--- src/hdl/gbn_pkg.sv ---
// Types, codes and sizes shared by the Go-Back-N sender window unit.
package gbn_pkg;

  localparam int SEQ_SPACE  = 8;
  localparam int SEQ_W      = $clog2(SEQ_SPACE);
  localparam int PAYLOAD_W  = 32;
  localparam int WIN_W      = 3;

  localparam logic [WIN_W-1:0] WINDOW_RESET = WIN_W'(4);

  localparam logic [1:0] CMD_SEND    = 2'd0;
  localparam logic [1:0] CMD_ACK     = 2'd1;
  localparam logic [1:0] CMD_TIMEOUT = 2'd2;

  localparam logic [1:0] TMR_NONE    = 2'd0;
  localparam logic [1:0] TMR_START   = 2'd1;
  localparam logic [1:0] TMR_RESTART = 2'd2;
  localparam logic [1:0] TMR_STOP    = 2'd3;

  localparam logic [1:0] ACK_NONE     = 2'd0;
  localparam logic [1:0] ACK_CORRUPT  = 2'd1;
  localparam logic [1:0] ACK_OUTSIDE  = 2'd2;
  localparam logic [1:0] ACK_ACCEPTED = 2'd3;

  typedef struct packed {
    logic [1:0]           command;
    logic [PAYLOAD_W-1:0] payload;
    logic [SEQ_W-1:0]     ack_number;
    logic                 ack_checksum_ok;
  } gbn_in_t;

  typedef struct packed {
    logic                 send_accepted;
    logic                 packet_valid;
    logic [SEQ_W-1:0]     packet_seq;
    logic [PAYLOAD_W-1:0] packet_payload;
    logic [1:0]           timer_action;
    logic [1:0]           ack_status;
    logic                 last;
  } gbn_out_t;

  typedef enum logic {
    ST_IDLE,
    ST_REPLAY
  } gbn_state_t;

  typedef struct packed {
    logic accept;
    logic replay;
  } gbn_cmd_t;

  typedef struct packed {
    logic replay_needed;
    logic replay_last;
  } gbn_status_t;

endpackage

--- src/hdl/go_back_n_sender_window_unit.sv ---
// Top level of the Go-Back-N sender window unit: controller, datapath and ports.
//
//  Channel   Ports                        Handshake
//  --------  ---------------------------  -----------------------------------
//  input     start, busy, in_word         word taken when start high, busy low
//  result    out_valid, out_word          word shown for one cycle, no stall
//  config    cfg_valid, cfg_ready, cfg_data  written when valid and ready high
//
// A send, an acknowledgement, an unused command or a timeout with nothing
// outstanding yields its single result word in the cycle after the input
// word is taken, and busy stays low, so one word per cycle.
// A timeout with N packets outstanding raises busy for the replay and yields N
// words, each through the store's read register and the result register; the
// packet store has a single read port, read one entry per cycle.
// Reset is synchronous and active low; it empties the window and sets the
// window size to four. The receiver cannot stall, so nothing holds off results.
module go_back_n_sender_window_unit (
  input  logic                       clk,
  input  logic                       rst_n,
  input  logic                       start,
  output logic                       busy,
  input  gbn_pkg::gbn_in_t           in_word,
  output logic                       out_valid,
  output gbn_pkg::gbn_out_t          out_word,
  input  logic                       cfg_valid,
  output logic                       cfg_ready,
  input  logic [gbn_pkg::WIN_W-1:0]  cfg_data
);
  import gbn_pkg::*;

  gbn_cmd_t    cmd;
  gbn_status_t status;
  logic        cfg_we;

  // The window size is only written between replays, so the controller's
  // idle state doubles as the configuration channel's ready.
  assign cfg_ready = !busy;
  assign cfg_we    = cfg_valid && cfg_ready;

  gbn_ctrl u_ctrl (
    .clk    (clk),
    .rst_n  (rst_n),
    .start  (start),
    .status (status),
    .busy   (busy),
    .cmd    (cmd)
  );

  gbn_dpath u_dpath (
    .clk       (clk),
    .rst_n     (rst_n),
    .in_word   (in_word),
    .cmd       (cmd),
    .cfg_we    (cfg_we),
    .cfg_data  (cfg_data),
    .status    (status),
    .out_valid (out_valid),
    .out_word  (out_word)
  );

endmodule

--- src/hdl/gbn_ctrl.sv ---
// Controller: decides between taking a new word and replaying outstanding packets.
module gbn_ctrl (
  input  logic                clk,
  input  logic                rst_n,
  input  logic                start,
  input  gbn_pkg::gbn_status_t status,
  output logic                busy,
  output gbn_pkg::gbn_cmd_t   cmd
);
  import gbn_pkg::*;

  gbn_state_t state_r, state_nxt;

  always_ff @(posedge clk) begin
    if (!rst_n) begin
      state_r <= ST_IDLE;
    end else begin
      state_r <= state_nxt;
    end
  end

  always_comb begin
    state_nxt = state_r;
    case (state_r)
      ST_IDLE: begin
        if (start && status.replay_needed) begin
          state_nxt = ST_REPLAY;
        end
      end
      ST_REPLAY: begin
        if (status.replay_last) begin
          state_nxt = ST_IDLE;
        end
      end
      default: begin
        state_nxt = ST_IDLE;
      end
    endcase
  end

  always_comb begin
    busy       = 1'b0;
    cmd.accept = 1'b0;
    cmd.replay = 1'b0;
    case (state_r)
      ST_IDLE: begin
        cmd.accept = start;
      end
      ST_REPLAY: begin
        busy       = 1'b1;
        cmd.replay = 1'b1;
      end
      default: begin
        busy = 1'b1;
      end
    endcase
  end

endmodule

--- src/hdl/gbn_dpath.sv ---
// Datapath: window pointers, packet store, replay index and the result register.
module gbn_dpath (
  input  logic                          clk,
  input  logic                          rst_n,
  input  gbn_pkg::gbn_in_t              in_word,
  input  gbn_pkg::gbn_cmd_t             cmd,
  input  logic                          cfg_we,
  input  logic [gbn_pkg::WIN_W-1:0]     cfg_data,
  output gbn_pkg::gbn_status_t          status,
  output logic                          out_valid,
  output gbn_pkg::gbn_out_t             out_word
);
  import gbn_pkg::*;

  logic [PAYLOAD_W-1:0] store [SEQ_SPACE];
  logic [PAYLOAD_W-1:0] rd_data_r;

  logic [SEQ_W-1:0] window_base_r, next_sequence_r, idx_r;
  logic [WIN_W-1:0] window_size_r;
  logic             out_valid_r, out_valid_nxt;
  gbn_out_t         out_word_r, out_word_nxt;

  logic [SEQ_W-1:0] outs, ack_off, ack_next, replay_seq, rd_addr;
  logic             send_ok, ack_ok, is_send, is_ack;

  // Modulo arithmetic on the sequence space comes from the wrap of SEQ_W bits.
  assign outs       = next_sequence_r - window_base_r;
  assign ack_off    = in_word.ack_number - window_base_r;
  assign ack_next   = in_word.ack_number + SEQ_W'(1);
  assign replay_seq = window_base_r + idx_r;
  assign rd_addr    = cmd.replay ? (replay_seq + SEQ_W'(1)) : window_base_r;
  assign send_ok    = SEQ_W'(outs) < SEQ_W'(window_size_r);
  assign ack_ok     = in_word.ack_checksum_ok && (ack_off < outs);
  assign is_send    = in_word.command == CMD_SEND;
  assign is_ack     = in_word.command == CMD_ACK;

  assign status.replay_needed = (in_word.command == CMD_TIMEOUT) && (outs != '0);
  assign status.replay_last   = idx_r == (outs - SEQ_W'(1));

  always_ff @(posedge clk) begin
    if (cmd.accept && is_send && send_ok) begin
      store[next_sequence_r] <= in_word.payload;
    end
    rd_data_r <= store[rd_addr];
  end

  always_comb begin
    out_word_nxt      = '0;
    out_word_nxt.last = 1'b1;
    if (cmd.replay) begin
      out_word_nxt.packet_valid   = 1'b1;
      out_word_nxt.packet_seq     = replay_seq;
      out_word_nxt.packet_payload = rd_data_r;
      out_word_nxt.timer_action   = (idx_r == '0) ? TMR_RESTART : TMR_NONE;
      out_word_nxt.last           = status.replay_last;
    end else begin
      case (in_word.command)
        CMD_SEND: begin
          if (send_ok) begin
            out_word_nxt.send_accepted  = 1'b1;
            out_word_nxt.packet_valid   = 1'b1;
            out_word_nxt.packet_seq     = next_sequence_r;
            out_word_nxt.packet_payload = in_word.payload;
            out_word_nxt.timer_action   = (outs == '0) ? TMR_START : TMR_NONE;
          end
        end
        CMD_ACK: begin
          if (!in_word.ack_checksum_ok) begin
            out_word_nxt.ack_status = ACK_CORRUPT;
          end else if (!ack_ok) begin
            out_word_nxt.ack_status = ACK_OUTSIDE;
          end else begin
            out_word_nxt.ack_status   = ACK_ACCEPTED;
            out_word_nxt.timer_action = (ack_next == next_sequence_r) ? TMR_STOP
                                                                       : TMR_RESTART;
          end
        end
        CMD_TIMEOUT: begin
          out_word_nxt.timer_action = TMR_RESTART;
        end
        default: begin
        end
      endcase
    end
  end

  assign out_valid_nxt = (cmd.accept && !status.replay_needed) || cmd.replay;

  always_ff @(posedge clk) begin
    if (!rst_n) begin
      window_base_r   <= '0;
      next_sequence_r <= '0;
      window_size_r   <= WINDOW_RESET;
      idx_r           <= '0;
      out_valid_r     <= 1'b0;
    end else begin
      out_valid_r <= out_valid_nxt;
      if (cfg_we) begin
        window_size_r <= cfg_data;
      end
      if (cmd.accept && is_send && send_ok) begin
        next_sequence_r <= next_sequence_r + SEQ_W'(1);
      end
      if (cmd.accept && is_ack && ack_ok) begin
        window_base_r <= ack_next;
      end
      if (cmd.accept) begin
        idx_r <= '0;
      end else if (cmd.replay) begin
        idx_r <= idx_r + SEQ_W'(1);
      end
    end
  end

  always_ff @(posedge clk) begin
    if (out_valid_nxt) begin
      out_word_r <= out_word_nxt;
    end
  end

  assign out_valid = out_valid_r;
  assign out_word  = out_word_r;

endmodule

--- config.mk ---
export PLATFORM = sky130hd
export DESIGN_NAME = go_back_n_sender_window_unit
export DESIGN_NICKNAME = d
export VERILOG_FILES = /design/src/hdl/gbn_pkg.sv /design/src/hdl/go_back_n_sender_window_unit.sv /design/src/hdl/gbn_ctrl.sv /design/src/hdl/gbn_dpath.sv
export SDC_FILE = /design/constraint.sdc
export NUM_CORES = 1
export LEC_CHECK = 0
export BUFFER_PORTS_ARGS = -buffer_cell sky130_fd_sc_hd__buf_4
export CAP_MARGIN = 40
export CORE_UTILIZATION = 36
export CTS_BUF_LIST = sky130_fd_sc_hd__clkbuf_4 sky130_fd_sc_hd__clkbuf_8
export CTS_CLUSTER_SIZE = 20
export DETAILED_ROUTE_END_ITERATION = 10
export PLACE_DENSITY = 0.5
export REMOVE_ABC_BUFFERS = 1
export SYNTH_ARGS = -nofsm -noshare
export SYNTH_HDL_FRONTEND = slang
export SYNTH_SLANG_ARGS = --single-unit
--- constraint.sdc ---
create_clock -name clk -period 8.35 [get_ports clk]
set_input_delay 2.0875 -clock clk [delete_from_list [all_inputs] [get_ports clk]]
set_output_delay 2.0875 -clock clk [all_outputs]
set_load 0.03 [all_outputs]
### Word-level counts from Yosys, hierarchy flattened

Memories as Yosys holds them, arrays and structs flattened. A register that Yosys moved wholly into a read port is not among the register bits.
Cells that the tools add are included.
W data, S select, Z words.

| cells by class | value |
|---|---|
| add/subtract/negate cells | 8 |
| magnitude comparators | 2 |
| equality and inequality tests | 4 |
| muxes and demuxes | 19 |
| bitwise logic cells | 5 |
| reduce and logical (&&, ||, !) cells | 20 |

Operator list:

| operator | count |
|---|---|
| $mux W39 | 1 |
| $mux W37 | 1 |
| $mux W36 | 1 |
| $add A3 B1 Y3 const B | 4 |
| $mux W1 | 10 |
| $logic_and A1 B1 Y1 | 9 |
| $eq A3 B3 Y1 | 2 |
| $logic_not A3 Y1 | 2 |
| $lt A3 B3 Y1 | 2 |
| $mux W2 | 3 |
| $pmux W2 S3 | 1 |
| $reduce_or A2 Y1 | 3 |
| $sub A3 B3 Y3 | 2 |
| $not A1 Y1 | 5 |
| $add A3 B3 Y3 | 1 |
| $mux W3 | 1 |
| $reduce_bool A3 Y1 | 1 |
| $reduce_or A3 Y1 | 1 |
| $sub A3 B1 Y3 const B | 1 |
| $eq A2 B1 Y1 const B | 1 |
| $eq A2 B2 Y1 const B | 1 |
| $logic_not A1 Y1 | 2 |
| $logic_not A2 Y1 | 1 |
| $pmux W1 S2 | 1 |
| $logic_or A1 B1 Y1 | 1 |

| storage, ports and cells | value |
|---|---|
| bits in registers | 56 |
| memory bits (writable) | 256 |
| bits of input ports | 45 |
| output and inout bits | 45 |
| logic and storage cells | 73 |
| memories kept | 1 |

Memory list:

| memory | depth | width | read ports | clocked after memory_dff | wr ports | RTL line | RTL |
|---|---|---|---|---|---|---|---|
| u_dpath.store | 8 | 32 | 1 | 1 | 1 | gbn_dpath.sv:15 | `logic [PAYLOAD_W-1:0] store [SEQ_SPACE];` |

### Logic depth before layout (Yosys ltp)

| depth | value |
|---|---|
| word-level depth | 7 |
| depth in mapped cells | 11 |
| mapped depth without buffers | 10 |

### Cells and area by module

From an unflattened synthesis, not the netlist that was laid out.

| second synthesis, totals | value |
|---|---|
| cells, all modules | 650 |
| area, all modules | 13,269.0 um^2 |

Modules (own cells, without submodules):

| module | times used | cells each | area each (um^2) | seq. area each (um^2) |
|---|---|---|---|---|
| gbn_dpath | 1 | 643 | 13,205.2 | 9,849.4 |
| gbn_ctrl | 1 | 5 | 53.8 | 20.0 |
| go_back_n_sender_window_unit | 1 | 2 | 10.0 | 0.0 |

### Worst setup path before layout

OpenSTA, ideal clock, no wires.

| timing path | value |
|---|---|
| kind | input -> register |
| from | in in_word[37] in the netlist's numbering |
| to | mem u_dpath.store[4][0], enable pin |
| library setup time | 0.501 ns |
| arrival | 5.801 ns |
| required time | 7.849 ns |
| slack | 2.048 ns |
| cell stages on the path | 3 |
| buffers on the path | 0 |
| path through | nor3_1 o21ai_1 nor4_1 |

| between the ends | value |
|---|---|
| cells in the longest elaborated chain, start to end | 5 |

Ends and longest elaborated chain:

| what | RTL line | RTL |
|---|---|---|
| start, declared | go_back_n_sender_window_unit.sv:22 | `input gbn_pkg::gbn_in_t in_word,` |
| $logic_not A2 Y1 | gbn_dpath.sv:34 | `assign is_send = in_word.command == CMD_SEND;` |
| $logic_and A1 B1 Y1 (2 in a row) | gbn_dpath.sv:41 | `if (cmd.accept && is_send && send_ok) begin` |
| $mux W1 | gbn_dpath.sv:41 |  |
| $mux W1 (implied by the code) | gbn_dpath.sv:42 | `store[next_sequence_r] <= in_word.payload;` |
| end, declared | gbn_dpath.sv:15 |  |

Every way passes these cells.

### Worst setup path after layout

| timing path | value |
|---|---|
| from | reg u_ctrl.state_r |
| to | out cfg_ready |

| between the ends | value |
|---|---|
| cells in the longest elaborated chain, start to end | 2 |

Ends and longest elaborated chain:

| what | RTL line | RTL |
|---|---|---|
| start, declared | gbn_ctrl.sv:12 | `gbn_state_t state_r, state_nxt;` |
| start signal, assigned | gbn_ctrl.sv:18 | `state_r <= state_nxt;` |
| $mux W1 | gbn_ctrl.sv:45 | `case (state_r)` |
| $logic_not A1 Y1 | go_back_n_sender_window_unit.sv:37 | `assign cfg_ready = !busy;` |
| end, declared | go_back_n_sender_window_unit.sv:26 | `output logic cfg_ready,` |

Every way passes these cells.

==> qor.yml <==
outcome: "completed"
synthFlopType: "edfxtp_1"
endpoint_kind: "primary output"
io_pins: 90
worst_setup_path_start_kind: "flop"
synth_area_um2: 13520
syn_to_final_growth_pct: 17.50
cp.required_ps: 6260
grt_util_all_layers: 0.1519
synthesis.instances: 720
final_antenna_net_count: 0
fp.dieW_um: 195.8
hold_buffers: 0
wl_per_cell_um: 21.01
synth_most_common_cell: "edfxtp_1"
cts_tree: "yes"
std_cell_rows: 70
htreeDepth: 2
place.gp.congestion: 0.8466
seq_area_frac_synth: 0.7302
cap_viol_max_count: 0
synth_cell_types: 44
die_area_um2: 38330
r2r-start: "u_dpath.next_sequence_r[0]$_SDFFE_PN0P_"
dr.pass1.iters: 4
ys_async_sr_fraction: 0
path_max_fanout: 31
die_h_um: 195.8
critPathSlowestCell: "dfxtp_2"
rsz0062_at_grt: "no"
clock-sinks: 344
crit_arrival_ps: 2080
report.final.slew_viol_count: 0
p_per_area_nw_per_um2: 220.7
synth_warnings: 0
grt_pass1_vias: 7306
nets: 908
finalCritPeriodShare: 0.4994
cts_setup_buffers: 0
hold_depth: 2
synth_edf_count: 298
io_buffers: 89
hold_ws_ps: 506.9
clock_latency_ps: 590
clk_pin_slew_ps: 50
clock_skew_ps: 29.94
yosysTopAreaCellShare: 0.6620
p_leak_uw: 0.005600
vias: 6786
grt_pass1_wl_mm: 43.81
synth_top_area_cell: "edfxtp_1"
worstMarginPinSlew_ps: 858.0
period_minus_slack_ps: 4170
drc_errors: 0
yosys_register_bits: 344
setup_tns_ps: 0
cp_cell_sequence: "buf_4 -> inv_2 -> buf_4"
avgSynthCellArea_um2: 18.77
synth.area.top_cells: "edfxtp_1, dfxtp_1, mux4_1"
initial_utilization: 0.3674
rrSetupSlack_ps: 4670
rr_worst_depth: 10
critPathKind: "flop to primary output"
ir_drop_mv: 0.1120
max_stage_delay_ps: 740
via_per_inst: 4.990
setup_viol: 0
num_antenna_cells: 0
fmax_mhz: 239.8
hp-class: "flop to flop"
hpwl_mm: 16.18
layout-drive-gt1-share: 0.3195
cp_common_cell: "buf_4"
core_um2: 36790
clockRootBuffer: "clkbuf_8"
hold_start: "u_dpath.rd_data_r[9]$_DFF_P_"
cts_buffers: 56
slew_headroom: 0.4255
clockBufferDepth: 3
worst_r2r_endpoint: "u_dpath.store[5][2]$_DFFE_PP_"
grt_max_degree: 39
first_iter_violations: 369
holdPathEnd: "u_dpath.out_word[14]$_DFFE_PP_"
hold_viol: 0
netlist_top_cells_count: "edfxtp_1, nand2_1, dfxtp_1"
wl_mm: 28.57
antenna_found_initial: 0
cts_resized: 0
fill_cells: 3274
overflow: 0
-- metal layers --
metal	global-route usage	routed length, µm	vias to the layer above	part of all wire
met5	0	0	-	0
met2	0.2511	13620	159	0.48
met3	0.03129	1387	56	0.049
li1	-	-	3083	-
met1	0.2028	13020	3488	0.46
met4	0.04485	552	0	0.019
-- cell families (layout without fill, tap and decap cells) --
kind of cell    Yosys count  count (layout)  share of synthesized area
mux                     105             105                     0.1495
simple gates            130             130                    0.04064
buf+inv                  53             225                    0.02397
fa+ha+maj                15              15                    0.01555
compound gates           58              58                    0.02564
flops                   344             344                     0.7302
xor+xnor                 15              15                    0.01453
-- critical path, delay by kind of cell (launching register included) --
family   cells  cell delay, ps
buf+inv      3             740
flops        1             740
-- state kept, by name, indices dropped and copies added (netlist names) --
signal,flops
u_ctrl.state_r,1
u_dpath.idx_r,3
u_dpath.next_sequence_r,3
u_dpath.out_valid,1
u_dpath.out_word,42
u_dpath.rd_data_r,32
u_dpath.store,256
u_dpath.window_base_r,3
u_dpath.window_size_r,3
-- stage by stage --
stage	area, µm²	utilization	setup slack [ps]	std cells	total power, µW
floorplan	13260	-	2042	684	2038
global placement	14690	0.3993	3751	1254	2121
detailed placement	14770	0.4016	3989	1258	2127
CTS	15880	0.4318	4081	1360	3564
global route	15880	0.4318	4051	1360	3648
finish	15880	0.4318	4180	1360	3506
-- worst max-delay path by stage --
stage | slack, ps | endpoint | startpoint
floorplan | 2040 | u_dpath.store[4][0]$_DFFE_PP_ | in_word[37]
global placement | 3750 | u_dpath.store[1][30]$_DFFE_PP_ | in_word[37]
detailed placement | 3990 | u_dpath.store[5][30]$_DFFE_PP_ | in_word[37]
CTS | 4080 | cfg_ready | u_ctrl.state_r$_SDFF_PN0_
global route | 4050 | cfg_ready | u_ctrl.state_r$_SDFF_PN0_
finish | 4180 | cfg_ready | u_ctrl.state_r$_SDFF_PN0_
-- cells in the final DEF (no fill, tap or decap), types with 4 or more instances in the layout --
cell / netlist / final
a21oi_1: 6 / 6
and2_1: 5 / 5
buf_4: 1 / 102
clkbuf_4: 0 / 30
clkbuf_8: 0 / 60
clkinv_1: 0 / 7
dfxtp_1: 46 / 45
edfxtp_1: 298 / 298
ha_1: 12 / 12
inv_1: 16 / 16
mux2_2: 32 / 32
mux2i_1: 7 / 7
mux4_1: 32 / 32
mux4_2: 32 / 32
nand2_1: 85 / 85
nand3_1: 5 / 5
nor2_1: 14 / 11
nor2b_1: 6 / 6
nor3_1: 8 / 4
nor3_2: 0 / 4
o21ai_0: 28 / 28
o21ai_1: 10 / 10
xnor2_1: 8 / 8
-- layout make-up --
class | instances | area, µm² | area share
flip-flops and latches | 344 | 9871 | 0.6215
multi-input cells | 323 | 3401 | 0.2141
clock buffers | 90 | 1051 | 0.06617
repair buffers | 106 | 853.3 | 0.05373
well taps | 468 | 585.6 | 0.03687
inverters | 17 | 63.81 | 0.004018
clock inverters | 12 | 57.56 | 0.003624
-- report_power, final --
part	leakage [µW]	total, µW	internal [µW]	switching (µW)
combinational	0.00189	177	68.1	109
sequential	0.00312	1910	1900	11.5
clock	0.000597	1420	792	626
(Power assumes the default switching activity.)
